==> src/hw/rtl/pscb_pkg.sv <==
package pscb_pkg;

    // Key polynomial shape
    localparam int NUM_TERMS = 4;
    localparam int COEF_REGS = 4;

    localparam int BYTE_W = 8;
    localparam int POS_W  = 8;

    // Configuration port
    localparam int CFG_IDX_W  = 3;
    localparam int CFG_DATA_W = 8;

    localparam logic [CFG_IDX_W-1:0] REG_COEF_0    = CFG_IDX_W'(0);
    localparam logic [CFG_IDX_W-1:0] REG_COEF_1    = CFG_IDX_W'(1);
    localparam logic [CFG_IDX_W-1:0] REG_COEF_2    = CFG_IDX_W'(2);
    localparam logic [CFG_IDX_W-1:0] REG_COEF_3    = CFG_IDX_W'(3);
    localparam logic [CFG_IDX_W-1:0] REG_DIRECTION = CFG_IDX_W'(4);

    // Queue between front and back; depth is a power of two so the pointers wrap
    localparam int QUEUE_DEPTH = 2;
    localparam int QPTR_W      = (QUEUE_DEPTH > 1) ? $clog2(QUEUE_DEPTH) : 1;
    localparam int QCNT_W      = $clog2(QUEUE_DEPTH + 1);

    // Horner step counter
    localparam int STEP_W = (NUM_TERMS > 1) ? $clog2(NUM_TERMS) : 1;

    typedef struct packed {
        logic [BYTE_W-1:0] data_byte;
        logic [POS_W-1:0]  position;
    } pscb_item_t;

endpackage

==> src/hw/rtl/pscb_front.sv <==
module pscb_front
    import pscb_pkg::*;
(
    input  logic              aclk,
    input  logic              aresetn,
    input  logic              s_valid,
    output logic              s_ready,
    input  logic [BYTE_W-1:0] s_data_byte,
    input  logic              s_first_of_message,
    input  logic              q_full,
    output logic              q_push,
    output pscb_item_t        q_item
);

    logic [POS_W-1:0] pos_reg;
    logic [POS_W-1:0] pos_next;
    logic [POS_W-1:0] cur_pos;

    // Restart the count on a start flag, otherwise take the running position
    assign cur_pos = s_first_of_message ? '0 : pos_reg;

    assign s_ready          = !q_full;
    assign q_push           = s_valid && !q_full;
    assign q_item.data_byte = s_data_byte;
    assign q_item.position  = cur_pos;

    // Advance the position on every accepted beat
    always_comb begin
        pos_next = pos_reg;
        if (q_push) begin
            pos_next = cur_pos + POS_W'(1);
        end
    end

    always_ff @(posedge aclk) begin
        if (!aresetn) begin
            pos_reg <= '0;
        end else begin
            pos_reg <= pos_next;
        end
    end

endmodule

==> src/hw/rtl/pscb_queue.sv <==
module pscb_queue
    import pscb_pkg::*;
(
    input  logic       aclk,
    input  logic       aresetn,
    input  logic       push,
    input  pscb_item_t push_item,
    output logic       full,
    input  logic       pop,
    output logic       pop_valid,
    output pscb_item_t pop_item
);

    pscb_item_t        mem [QUEUE_DEPTH];
    logic [QPTR_W-1:0] wr_ptr_reg;
    logic [QPTR_W-1:0] wr_ptr_next;
    logic [QPTR_W-1:0] rd_ptr_reg;
    logic [QPTR_W-1:0] rd_ptr_next;
    logic [QCNT_W-1:0] count_reg;
    logic [QCNT_W-1:0] count_next;
    logic              do_push;
    logic              do_pop;

    assign full      = (count_reg == QCNT_W'(QUEUE_DEPTH));
    assign pop_valid = (count_reg != '0);
    assign pop_item  = mem[rd_ptr_reg];
    assign do_push   = push && !full;
    assign do_pop    = pop && pop_valid;

    // Advance pointers and occupancy
    always_comb begin
        wr_ptr_next = wr_ptr_reg;
        rd_ptr_next = rd_ptr_reg;
        count_next  = count_reg;
        if (do_push) begin
            wr_ptr_next = wr_ptr_reg + QPTR_W'(1);
        end
        if (do_pop) begin
            rd_ptr_next = rd_ptr_reg + QPTR_W'(1);
        end
        case ({do_push, do_pop})
            2'b10:   count_next = count_reg + QCNT_W'(1);
            2'b01:   count_next = count_reg - QCNT_W'(1);
            default: count_next = count_reg;
        endcase
    end

    always_ff @(posedge aclk) begin
        if (!aresetn) begin
            wr_ptr_reg <= '0;
            rd_ptr_reg <= '0;
            count_reg  <= '0;
        end else begin
            wr_ptr_reg <= wr_ptr_next;
            rd_ptr_reg <= rd_ptr_next;
            count_reg  <= count_next;
        end
    end

    // Store entries
    always_ff @(posedge aclk) begin
        if (do_push) begin
            mem[wr_ptr_reg] <= push_item;
        end
    end

endmodule

==> src/hw/rtl/pscb_back.sv <==
module pscb_back
    import pscb_pkg::*;
(
    input  logic                  aclk,
    input  logic                  aresetn,
    input  logic                  cfg_valid,
    output logic                  cfg_ready,
    input  logic [CFG_IDX_W-1:0]  cfg_index,
    input  logic [CFG_DATA_W-1:0] cfg_data,
    input  logic                  q_valid,
    output logic                  q_pop,
    input  pscb_item_t            q_item,
    output logic                  m_valid,
    input  logic                  m_ready,
    output logic [BYTE_W-1:0]     m_out_byte
);

    localparam logic [STEP_W-1:0] LAST_TERM = STEP_W'(NUM_TERMS - 1);

    logic [BYTE_W-1:0]     coef_reg [COEF_REGS];
    logic                  dir_reg;

    logic                  busy_reg;
    logic                  busy_next;
    logic [STEP_W-1:0]     step_reg;
    logic [STEP_W-1:0]     step_next;
    logic [BYTE_W-1:0]     acc_reg;
    logic [BYTE_W-1:0]     acc_next;
    logic [POS_W-1:0]      pos_reg;
    logic [POS_W-1:0]      pos_next;
    logic [BYTE_W-1:0]     data_reg;
    logic [BYTE_W-1:0]     data_next;
    logic                  out_valid_reg;
    logic                  out_valid_next;
    logic [BYTE_W-1:0]     out_byte_reg;
    logic [BYTE_W-1:0]     out_byte_next;

    logic                  done;
    logic                  out_free;
    logic                  finish;
    logic [STEP_W-1:0]     sel_idx;
    logic [BYTE_W-1:0]     coef_sel;
    logic [2*BYTE_W-1:0]   prod;
    logic [BYTE_W-1:0]     result;

    assign cfg_ready  = 1'b1;
    assign m_valid    = out_valid_reg;
    assign m_out_byte = out_byte_reg;

    // Write configuration registers; unknown indexes are dropped
    always_ff @(posedge aclk) begin
        if (!aresetn) begin
            for (int j = 0; j < COEF_REGS; j++) begin
                coef_reg[j] <= '0;
            end
            dir_reg <= 1'b0;
        end else if (cfg_valid) begin
            case (cfg_index)
                REG_COEF_0:    coef_reg[0] <= cfg_data;
                REG_COEF_1:    coef_reg[1] <= cfg_data;
                REG_COEF_2:    coef_reg[2] <= cfg_data;
                REG_COEF_3:    coef_reg[3] <= cfg_data;
                REG_DIRECTION: dir_reg     <= cfg_data[0];
                default:       ;
            endcase
        end
    end

    assign done     = busy_reg && (step_reg == '0);
    assign out_free = !out_valid_reg || m_ready;
    assign finish   = done && out_free;
    assign q_pop    = q_valid && (!busy_reg || finish);

    // Pick the coefficient for this Horner step; terms past the registers are zero
    assign sel_idx = q_pop ? LAST_TERM : (step_reg - STEP_W'(1));

    always_comb begin
        coef_sel = '0;
        for (int j = 0; j < COEF_REGS; j++) begin
            if (int'(sel_idx) == j) begin
                coef_sel = coef_reg[j];
            end
        end
    end

    assign prod   = acc_reg * pos_reg;
    assign result = dir_reg ? (data_reg - acc_reg) : (data_reg + acc_reg);

    // Load a new beat, run one multiply-add per cycle, hand off the result
    always_comb begin
        busy_next      = busy_reg;
        step_next      = step_reg;
        acc_next       = acc_reg;
        pos_next       = pos_reg;
        data_next      = data_reg;
        out_valid_next = out_valid_reg;
        out_byte_next  = out_byte_reg;

        if (out_valid_reg && m_ready) begin
            out_valid_next = 1'b0;
        end

        if (finish) begin
            out_valid_next = 1'b1;
            out_byte_next  = result;
            busy_next      = 1'b0;
        end else if (busy_reg && (step_reg != '0)) begin
            acc_next  = prod[BYTE_W-1:0] + coef_sel;
            step_next = step_reg - STEP_W'(1);
        end

        if (q_pop) begin
            busy_next = 1'b1;
            step_next = LAST_TERM;
            acc_next  = coef_sel;
            pos_next  = q_item.position;
            data_next = q_item.data_byte;
        end
    end

    always_ff @(posedge aclk) begin
        if (!aresetn) begin
            busy_reg      <= 1'b0;
            out_valid_reg <= 1'b0;
        end else begin
            busy_reg      <= busy_next;
            out_valid_reg <= out_valid_next;
        end
    end

    // Datapath registers hold without reset
    always_ff @(posedge aclk) begin
        step_reg     <= step_next;
        acc_reg      <= acc_next;
        pos_reg      <= pos_next;
        data_reg     <= data_next;
        out_byte_reg <= out_byte_next;
    end

endmodule

==> src/hw/rtl/polynomial_shift_byte_cipher.sv <==
// Channel   Handshake            Payload
// s_        s_valid / s_ready    s_data_byte[7:0], s_first_of_message
// m_        m_valid / m_ready    m_out_byte[7:0]
// cfg_      cfg_valid / cfg_ready cfg_index[2:0], cfg_data[7:0]
//
// Each byte runs the Horner key evaluation in the back end, one 8x8 multiply-add
// per cycle, and that loop sets the sustained rate. With an empty queue a beat
// passes a queue entry, the Horner steps and the output register to m_out_byte.
// aresetn is synchronous, active low; it clears the position, the key registers,
// the queue, the back end's busy flag and the output valid. cfg_ready is always high.
// A stalled m_ready holds the result; the front keeps taking beats into a
// two-entry queue and the back keeps evaluating until both are full.
module polynomial_shift_byte_cipher
    import pscb_pkg::*;
(
    input  logic                  aclk,
    input  logic                  aresetn,
    input  logic                  s_valid,
    output logic                  s_ready,
    input  logic [BYTE_W-1:0]     s_data_byte,
    input  logic                  s_first_of_message,
    output logic                  m_valid,
    input  logic                  m_ready,
    output logic [BYTE_W-1:0]     m_out_byte,
    input  logic                  cfg_valid,
    output logic                  cfg_ready,
    input  logic [CFG_IDX_W-1:0]  cfg_index,
    input  logic [CFG_DATA_W-1:0] cfg_data
);

    logic       q_full;
    logic       q_push;
    pscb_item_t q_push_item;
    logic       q_valid;
    logic       q_pop;
    pscb_item_t q_pop_item;

    pscb_front u_front (
        .aclk               (aclk),
        .aresetn            (aresetn),
        .s_valid            (s_valid),
        .s_ready            (s_ready),
        .s_data_byte        (s_data_byte),
        .s_first_of_message (s_first_of_message),
        .q_full             (q_full),
        .q_push             (q_push),
        .q_item             (q_push_item)
    );

    pscb_queue u_queue (
        .aclk      (aclk),
        .aresetn   (aresetn),
        .push      (q_push),
        .push_item (q_push_item),
        .full      (q_full),
        .pop       (q_pop),
        .pop_valid (q_valid),
        .pop_item  (q_pop_item)
    );

    pscb_back u_back (
        .aclk       (aclk),
        .aresetn    (aresetn),
        .cfg_valid  (cfg_valid),
        .cfg_ready  (cfg_ready),
        .cfg_index  (cfg_index),
        .cfg_data   (cfg_data),
        .q_valid    (q_valid),
        .q_pop      (q_pop),
        .q_item     (q_pop_item),
        .m_valid    (m_valid),
        .m_ready    (m_ready),
        .m_out_byte (m_out_byte)
    );

endmodule

==> config.mk <==
export PLATFORM = sky130hd
export DESIGN_NAME = polynomial_shift_byte_cipher
export DESIGN_NICKNAME = d
export VERILOG_FILES = /design/src/hw/rtl/pscb_pkg.sv /design/src/hw/rtl/pscb_front.sv /design/src/hw/rtl/pscb_queue.sv /design/src/hw/rtl/pscb_back.sv /design/src/hw/rtl/polynomial_shift_byte_cipher.sv
export SDC_FILE = /design/constraint.sdc
export NUM_CORES = 1
export LEC_CHECK = 0
export BUFFER_PORTS_ARGS = -buffer_cell sky130_fd_sc_hd__buf_4
export CAP_MARGIN = 0
export CORE_MARGIN = 2
export CORE_UTILIZATION = 40
export CTS_CLUSTER_DIAMETER = 40
export CTS_CLUSTER_SIZE = 20
export DETAILED_ROUTE_END_ITERATION = 10
export PLACE_DENSITY = 0.54
export RECOVER_POWER = 25
export SYNTH_ARGS = -nofsm -noshare
export SYNTH_HDL_FRONTEND = slang
export SYNTH_SLANG_ARGS = --single-unit
==> constraint.sdc <==
create_clock -name aclk -period 5.8 [get_ports aclk]
set_input_delay 0.29 -clock aclk [delete_from_list [all_inputs] [get_ports aclk]]
set_output_delay 0.29 -clock aclk [all_outputs]
set_load 0.01 [all_outputs]
==> results.cfg, run 1 <==
[global_routing]
antenna_found_initial = 0
grt_pass1_wl_mm = 19.5
first_global_vias = 3920
grt-ovfl-total = 0
tot_gr_track_use = 0.157
grt_start_max_net_pins = 23

[final_layout]
finish.net_count = 628
final_cell_mix = sky130_fd_sc_hd__edfxtp_1 (96), sky130_fd_sc_hd__nand2_1 (55), sky130_fd_sc_hd__and2_1 (49)
post_route_cells_drive_above_1_share = 0.167
n_antenna_cell = 0
layout_commonest_cell = sky130_fd_sc_hd__edfxtp_1
synthToLayoutAreaGrowth_pct = 17.9

[critical_path]
worstRegToRegCells = 22
arrival_ps = 5670
worstSetupPathType = flop to flop
timing.rr.start = u_back.step_reg[0]
end_kind = flop
critPathRequiredTime_ps = 5950
path_max_fanout = 14
cp-start-kind = flop
r2r_setup_slack_ps = 280
r2r_end = u_back.acc_reg[7]

[placement]
place.gp.congestion = 0.794
detailedPlacementHpwl_mm = 8.41
port-buffer-count = 34

[routing]
via_per_inst = 4.94
totalWireLength_mm = 11.5
drcViolationCount = 0
ant_nets = 0
route.detailed.wl_per_inst_um = 15.3
dr.first_iter.drc_count = 151
drt_pass1_iterations = 4
vias = 3717

[timing]
setup_skew_ps = 19.1
tightestPinTransition_ps = 1130
final_number_of_max_transition_violations = 0
layout_worst_path_cycle_share = 0.952
rsz0062_at_grt = false
timing_hold_violations_final = 0
period_needed_ps = 5520
total_negative_setup_slack_ps = 0
slew_headroom = 0.239
clock.fmax_ghz = 0.181
final-setup-viol-count = 0

[job]
maxCapViolCount = 0

[floorplan]
chipWidth_um = 127
io-pin-count = 36
floorplan.rows = 44
dieArea_sq_um = 16100
initial_utilization = 0.413
placeableCoreArea_sq_um = 14600
die_height_um = 127

[clocking]
cts.hold.buffers_added = 0
cts_tree = built
clk-insertion-delay-late_ps = 420
h_tree_level_count = 4
ctsLongestPathBuffers = 2
path_clk_slew_ps = 60
clock_sink_count = 113
cts-root-buf = sky130_fd_sc_hd__clkbuf_16
postCtsSetupRepairBufs = 0
tritoncts.num_buffers = 17

[worst_hold_path]
endpoint_with_the_worst_hold_slack = u_queue.mem[1][15]
min_path_cells = 1
hold_start = s_data_byte[7]
worst_hold_path_type = primary input to flop

[yosys]
synth_largest_type_area_fraction = 0.476
synth-main-ff-cell = sky130_fd_sc_hd__edfxtp_1
yosysUniqueCellTypes = 49
synth_area_per_cell_sq_um = 11.8
synthesis.area_sq_um = 6050
synth.yosys.seq_area_share = 0.533
synthesized_instance_count = 511
synth_enable_flop_cells = 96
synthArstFlopShare = 0
ys_ff_latch = 113
ys_warn_count = 0
synth_nets = 583
synthTopCellsByArea = sky130_fd_sc_hd__edfxtp_1 (48%), sky130_fd_sc_hd__fa_1 (6.3%), sky130_fd_sc_hd__ha_1 (5.8%)
synth_top_cell_by_area = sky130_fd_sc_hd__edfxtp_1

[status]
outcome = completed
logic make-up (layout without fill, tap and decap cells):
kind of cell,count (synthesis),count (layout),share of synthesized area
AND/OR/NAND/NOR,166,166,0.143
flip-flops,113,113,0.533
AO/OA/AOI/OAI,65,65,0.0697
buffers and inverters,61,119,0.0403
adder cells (fa/ha/maj),47,47,0.121
XOR/XNOR,35,35,0.0507
multiplexers,23,23,0.0420
other,1,1,0.000620
worst max-delay path: stages, from the launching register on:
cell and delay [ps]:
sky130_fd_sc_hd__dfxtp_1 330, sky130_fd_sc_hd__clkinv_1 80, sky130_fd_sc_hd__ha_1 220, sky130_fd_sc_hd__a21boi_0 230, sky130_fd_sc_hd__or2_4 270, sky130_fd_sc_hd__nand2_1 180
sky130_fd_sc_hd__a211oi_1 330, sky130_fd_sc_hd__a211o_1 190, sky130_fd_sc_hd__fa_1 430, sky130_fd_sc_hd__inv_1 90, sky130_fd_sc_hd__fa_1 420, sky130_fd_sc_hd__ha_1 290
sky130_fd_sc_hd__inv_1 50, sky130_fd_sc_hd__fa_1 530, sky130_fd_sc_hd__inv_1 40, sky130_fd_sc_hd__ha_1 330, sky130_fd_sc_hd__a21o_1 170, sky130_fd_sc_hd__a21oi_1 180
sky130_fd_sc_hd__xnor2_1 160, sky130_fd_sc_hd__xnor2_1 160, sky130_fd_sc_hd__or3_1 330, sky130_fd_sc_hd__a31oi_1 180, sky130_fd_sc_hd__a21oi_1 60
cells in the mapped netlist (3+ instances only):
library cell,instances
sky130_fd_sc_hd__ha_1,28
sky130_fd_sc_hd__clkbuf_1,9
sky130_fd_sc_hd__a21boi_0,7
sky130_fd_sc_hd__mux2i_1,4
sky130_fd_sc_hd__nor2_1,15
sky130_fd_sc_hd__a21oi_1,13
sky130_fd_sc_hd__edfxtp_1,96
sky130_fd_sc_hd__nand2_1,55
sky130_fd_sc_hd__mux2_2,19
sky130_fd_sc_hd__o21ai_0,12
sky130_fd_sc_hd__nand3_1,4
sky130_fd_sc_hd__and2_1,51
sky130_fd_sc_hd__inv_1,39
sky130_fd_sc_hd__nor2b_1,14
sky130_fd_sc_hd__a31oi_1,6
sky130_fd_sc_hd__o22ai_1,7
sky130_fd_sc_hd__nor3_1,4
sky130_fd_sc_hd__nor4b_1,3
sky130_fd_sc_hd__xnor2_1,27
sky130_fd_sc_hd__xor2_1,8
sky130_fd_sc_hd__buf_2,6
sky130_fd_sc_hd__a21o_1,3
sky130_fd_sc_hd__fa_1,19
sky130_fd_sc_hd__and3_1,4
sky130_fd_sc_hd__dfxtp_1,17
sky130_fd_sc_hd__nand2b_1,6
layer usage:
layer | GRT usage | wire length [um]
met1 | 0.197 | 5510
met2 | 0.261 | 5630
met3 | 0.0402 | 244
met4 | 0.0646 | 165
met5 | 0 | 0
worst max path at each step:
| stage | slack, ps | start | endpoint | depth (start not counted) |
|---|---|---|---|---|
| after floorplan | 50 | u_back.step_reg[0] | u_back.acc_reg[7] | 22 |
| after global placement | 430 | m_ready | u_back.acc_reg[7] | 22 |
| after detailed placement | 270 | u_back.step_reg[0] | u_back.acc_reg[7] | 22 |
| after CTS | 230 | u_back.step_reg[0] | u_back.acc_reg[7] | 22 |
| after global routing | 2 | u_back.step_reg[0] | u_back.acc_reg[7] | 22 |
| final | 280 | u_back.step_reg[0] | u_back.acc_reg[7] | 22 |
through the flow:
step / worst slack [ps] / cells / hold WS, ps / utilization / area, sq um
2_1_floorplan: 53.8 / 511 / 389 / - / 6050
3_3_place_gp: 428 / 721 / 476 / 0.446 / 6530
3_5_place_dp: 270 / 721 / 480 / 0.446 / 6530
4_1_cts: 228 / 753 / 40.7 / 0.488 / 7150
5_1_grt: 2.37 / 753 / 65.3 / 0.487 / 7140
6_report: 281 / 753 / 80.4 / 0.487 / 7140
layout make-up:
cell class                 instances  area [sq um]
clock buffer                      19           433
sequential                       113          3220
fill                            1306          7510
multi-input combinational        337          2590
tap                              184           230
inverter                          42           159
clock inverter                    13           185
timing repair buffer              45           319
what timing repair did:
item / 4_1_cts / 5_1_grt
endpoints found under the setup margin: 0 / 1
hold endpoints to repair: 0 / 0
resized for setup: 0 / 1
Power of run 1 is left out: the tool's default activity adds up to more than one toggle a clock period on the data nets, which glitch-free logic cannot reach.
==> run 2, diff against run 1 <==
- CORE_MARGIN: 2 -> unset
==> results.cfg, run 2 (same netlist as run 1, synthesis figures left out) <==
[status]
outcome = finished, violations left
failed_checks = DRC

[clocking]
clk-insertion-delay-late_ps = 420
path_clk_slew_ps = 50
tritoncts.num_buffers = 17
h_tree_level_count = 4
cts.hold.buffers_added = 0
cts-root-buf = sky130_fd_sc_hd__clkbuf_16
postCtsSetupRepairBufs = 0
ctsLongestPathBuffers = 2
clock_sink_count = 113
cts_resized = 0
cts_tree = built

[critical_path]
crit_top_cell = sky130_fd_sc_hd__fa_1
end_kind = flop
worstSetupPathType = flop to flop
crit_chain = clkinv_1, ha_1, a21boi_0, or2_2, nand2_1, o22ai_1, a211o_1, fa_1, inv_1, fa_1, ha_1, inv_1, fa_1, fa_1, inv_1, a21o_1, a21oi_1, xnor2_1, xnor2_1, or3_1, a31oi_1, a21oi_1
critical_path.max_stage_delay_ps = 520
critPathRequiredTime_ps = 5960
arrival_ps = 5580
cp-start-kind = flop
path_max_fanout = 14
timing.critical_path.slowest_stage_cell = sky130_fd_sc_hd__fa_1
kind_of_cell_with_the_highest_combined_delay_on_the_critical_path = adder cells
critPathBufInv = 4

[timing]
setup_skew_ps = 10.9
layout_worst_path_cycle_share = 0.934
timing_hold_violations_final = 0
rsz0062_at_grt = false
clock.fmax_ghz = 0.185
final_number_of_max_transition_violations = 0
total_negative_setup_slack_ps = 0
tightestPinTransition_ps = 1100
slew_headroom = 0.262
final-setup-viol-count = 0
period_needed_ps = 5420

[final_layout]
layout_commonest_cell = sky130_fd_sc_hd__edfxtp_1
fin_cells = 753
synthToLayoutAreaGrowth_pct = 17.7
n_antenna_cell = 0
footprint_of_the_flip_flops_and_latches_sq_um = 3220
multi_input_comb_area_sq_um = 2580
postLayoutCoreUtil = 0.486
final_cell_mix = sky130_fd_sc_hd__edfxtp_1 (96), sky130_fd_sc_hd__nand2_1 (55), sky130_fd_sc_hd__and2_1 (49)
post_route_cells_drive_above_1_share = 0.163
fillerInstances = 1327
finish.net_count = 628

[global_routing]
grt-ovfl-total = 0
grt.met2_usage = 0.258
grt_start_max_net_pins = 24
grt_pass1_wl_mm = 18.8
first_global_vias = 3783
grt.met3_usage = 0.0364
antenna_found_initial = 0
grt.busiest_layer = met2
grtUsageMet1 = 0.197
tot_gr_track_use = 0.158

[floorplan]
initial_utilization = 0.413
chipWidth_um = 125
floorplan.rows = 44
die_height_um = 125
dieArea_sq_um = 15600
placeableCoreArea_sq_um = 14600
io-pin-count = 36

[routing]
via_per_inst = 4.95
ant_nets = 0
drcViolationCount = 4
route.detailed.wl_per_inst_um = 15.2
totalWireLength_mm = 11.4
vias = 3727
dr.first_iter.drc_count = 159
drt_pass1_iterations = 7

[worst_hold_path]
worst_hold_path_type = primary input to flop

[placement]
place_inst = 721
detailedPlacementHpwl_mm = 8.36
port-buffer-count = 34
place.gp.congestion = 0.791

[job]
maxCapViolCount = 0
==> run 2: per-layer routing <==
layer  wire [um]  share of wire  vias up
li1            -              -     1852
met2        5380           0.47       66
met5           0              0        -
met1        5450           0.48     1790
met3         378          0.033       19
met4         237          0.021        0
==> run 2: layout make-up <==
cell class | count | area share
Sequential cell | 113 | 0.453
Multi-Input combinational cell | 337 | 0.363
Inverter | 42 | 0.0223
Tap cell | 184 | 0.0323
Clock inverter | 7 | 0.00984
Timing Repair Buffer | 45 | 0.0443
Clock buffer | 25 | 0.0757
==> run 2: worst paths after layout <==
kind                       from                 end  slack (ps)  cells after the start
min              s_data_byte[7]  u_queue.mem[1][15]          90                      1
max reg2reg  u_back.step_reg[0]   u_back.acc_reg[7]         380                     22
min reg2reg  u_back.step_reg[1]  u_back.step_reg[1]         490                      2
max          u_back.step_reg[0]   u_back.acc_reg[7]         380                     22
==> run 2: through the flow <==
stage                     hold WS (ps)  area [sq um]  worst slack, ps
after CTS                         46.4          7140              347
final                             86.7          7120              380
after detailed placement           479          6530              350
after global routing              75.2          7120             10.1
after global placement             466          6530              440
after floorplan                    389          6050             53.8
Power of run 2 is left out for the same reason.
==> run 3, diff against run 2 <==
- ABC_AREA: unset -> 1
==> results.cfg, run 3 <==
[yosys]
synth.yosys.seq_area_share = 0.518
ys_ff_latch = 113
yosys-top-cells-count = sky130_fd_sc_hd__nand2_1 (184), sky130_fd_sc_hd__inv_1 (115), sky130_fd_sc_hd__edfxtp_1 (96)
ys_warn_count = 0
synthArstFlopShare = 0
synth_area_per_cell_sq_um = 9.21
yosysUniqueCellTypes = 39
synth_top_cell_by_area = sky130_fd_sc_hd__edfxtp_1
synthesis.area_sq_um = 6220
synth-main-ff-cell = sky130_fd_sc_hd__edfxtp_1
synth_enable_flop_cells = 96
synth.most_common_cell = sky130_fd_sc_hd__nand2_1
synthesized_instance_count = 675
synthTopCellsByArea = sky130_fd_sc_hd__edfxtp_1 (46%), sky130_fd_sc_hd__nand2_1 (11%), sky130_fd_sc_hd__inv_1 (6.9%)
synth_nets = 747
synth_largest_type_area_fraction = 0.464

[status]
outcome = completed

[clocking]
postCtsSetupRepairBufs = 0
clock_sink_count = 113
path_clk_slew_ps = 60
h_tree_level_count = 4
clk-insertion-delay-late_ps = 410
ctsLongestPathBuffers = 2
tritoncts.num_buffers = 17
cts_resized = 0
cts_tree = built
cts.hold.buffers_added = 0
cts-root-buf = sky130_fd_sc_hd__clkbuf_16

[global_routing]
first_global_vias = 4196
tot_gr_track_use = 0.172
grt_start_max_net_pins = 27
grt-ovfl-total = 0
grt_pass1_wl_mm = 20.8
antenna_found_initial = 0

[floorplan]
floorplan.rows = 45
dieArea_sq_um = 16000
die_height_um = 127
io-pin-count = 36
placeableCoreArea_sq_um = 15200
chipWidth_um = 127
initial_utilization = 0.409

[final_layout]
synthToLayoutAreaGrowth_pct = 15.5
postLayoutCoreUtil = 0.473
n_antenna_cell = 0
finish.net_count = 787
layout_commonest_cell = sky130_fd_sc_hd__nand2_1
fillerInstances = 1467
final_cell_mix = sky130_fd_sc_hd__nand2_1 (184), sky130_fd_sc_hd__inv_1 (115), sky130_fd_sc_hd__edfxtp_1 (96)
post_route_cells_drive_above_1_share = 0.120

[critical_path]
arrival_ps = 5560
critPathRequiredTime_ps = 5970
end_kind = flop
timing.rr.start = u_back.step_reg[0]
worstSetupPathType = flop to flop
timing.critical_path.slowest_stage_cell = sky130_fd_sc_hd__dfxtp_1
cp_num_cells = 26
crit_top_cell = sky130_fd_sc_hd__inv_1
setup.worst_path.start = u_back.step_reg[0]
critical_path.max_stage_delay_ps = 570
cp-start-kind = flop
kind_of_cell_with_the_highest_combined_delay_on_the_critical_path = adder cells
critPathBufInv = 7
path_max_fanout = 12
worstRegToRegCells = 26

[timing]
timing_hold_violations_final = 0
finalWorstSetupSlack_ps = 410
final-setup-viol-count = 0
setup_skew_ps = 8.19
slew_headroom = 0.401
period_needed_ps = 5390
total_negative_setup_slack_ps = 0
tightestPinTransition_ps = 895
clock.fmax_ghz = 0.186
rsz0062_at_grt = false
layout_worst_path_cycle_share = 0.929
final_number_of_max_transition_violations = 0

[routing]
drt_pass1_iterations = 4
vias = 4346
ant_nets = 0
via_per_inst = 4.74
totalWireLength_mm = 12.6
dr.first_iter.drc_count = 161
route.detailed.wl_per_inst_um = 13.8
drcViolationCount = 0

[worst_hold_path]
min_path_cells = 1
worst_hold_path_type = primary input to flop
hold_start = s_data_byte[1]

[job]
maxCapViolCount = 0

[placement]
port-buffer-count = 34
place_ws_ps = 409
detailedPlacementHpwl_mm = 9.35
place.gp.congestion = 0.853
-- run 3: changes by cell type after synthesis, sizes merged, moves of 9 or more --
| cell | delta |
|---|---|
| nor2b | -14 |
| nand2 | +139 |
| xnor2 | -26 |
| inv | +80 |
| o21ai | +15 |
| mux2 | -19 |
| and2 | -53 |
| nand4 | +9 |
| nand3 | +20 |
| nor2 | +56 |
-- run 3: metrics by stage --
| stage | hold slack (ps) | cells | cell area [sq um] |
|---|---|---|---|
| floorplan | 389 | 675 | 6220 |
| global placement | 465 | 884 | 6640 |
| detailed placement | 472 | 884 | 6640 |
| CTS | 44.2 | 916 | 7200 |
| global route | 74.3 | 916 | 7180 |
| finish | 86.2 | 916 | 7180 |
-- run 3: metal layers --
| layer | wire length [um] | part of all wire | GRT usage | vias to the layer above |
|---|---|---|---|---|
| met4 | 237 | 0.019 | 0.0770 | 0 |
| met5 | 0 | 0 | 0 | - |
| met2 | 5990 | 0.47 | 0.282 | 59 |
| met1 | 6080 | 0.48 | 0.221 | 2037 |
| li1 | - | - | - | 2231 |
| met3 | 304 | 0.024 | 0.0342 | 19 |
-- run 3: worst paths after layout --
check / end / slack (ps)
setup / recovery: u_back.acc_reg[7] / 410
hold / removal: u_queue.mem[1][9] / 90
setup reg to reg: u_back.acc_reg[7] / 410
hold reg to reg: u_front.pos_reg[6] / 480
-- run 3: cell type report --
| class | instances | area (sq um) | area share |
|---|---|---|---|
| well taps | 188 | 235 | 0.0327 |
| multi-input cells | 423 | 2440 | 0.340 |
| clock buffers | 23 | 478 | 0.0665 |
| repair buffers | 37 | 259 | 0.0361 |
| flip-flops and latches | 113 | 3220 | 0.449 |
| clock inverters | 9 | 81.3 | 0.0113 |
| inverters | 123 | 462 | 0.0643 |
-- run 3: worst reg2reg max path, cell delays in order, from the launching register on --
cell,delay (ps)
sky130_fd_sc_hd__dfxtp_1,570
sky130_fd_sc_hd__inv_1,170
sky130_fd_sc_hd__ha_1,250
sky130_fd_sc_hd__inv_1,90
sky130_fd_sc_hd__o21ai_2,70
sky130_fd_sc_hd__nand2_2,170
sky130_fd_sc_hd__nand2_2,110
sky130_fd_sc_hd__nor2_4,150
sky130_fd_sc_hd__inv_2,90
sky130_fd_sc_hd__nand3_1,80
sky130_fd_sc_hd__o21ai_0,90
sky130_fd_sc_hd__nand2_1,110
sky130_fd_sc_hd__inv_1,60
sky130_fd_sc_hd__fa_1,480
sky130_fd_sc_hd__inv_1,50
sky130_fd_sc_hd__fa_1,460
sky130_fd_sc_hd__ha_1,290
sky130_fd_sc_hd__inv_1,50
sky130_fd_sc_hd__fa_1,520
sky130_fd_sc_hd__fa_1,480
sky130_fd_sc_hd__o21ai_0,230
sky130_fd_sc_hd__xor2_1,210
sky130_fd_sc_hd__nand3_1,150
sky130_fd_sc_hd__nand3_2,100
sky130_fd_sc_hd__nand2_1,50
sky130_fd_sc_hd__nand2_1,50
sky130_fd_sc_hd__inv_1,40
-- run 3: logic make-up after synthesis --
group,share of synthesized area
XOR/XNOR,0.0211
adder cells (fa/ha/maj),0.118
other,0.000603
AO/OA/AOI/OAI,0.0523
AND/OR/NAND/NOR,0.202
flip-flops,0.518
buffers and inverters,0.0885
Power of run 3 is left out for the same reason.
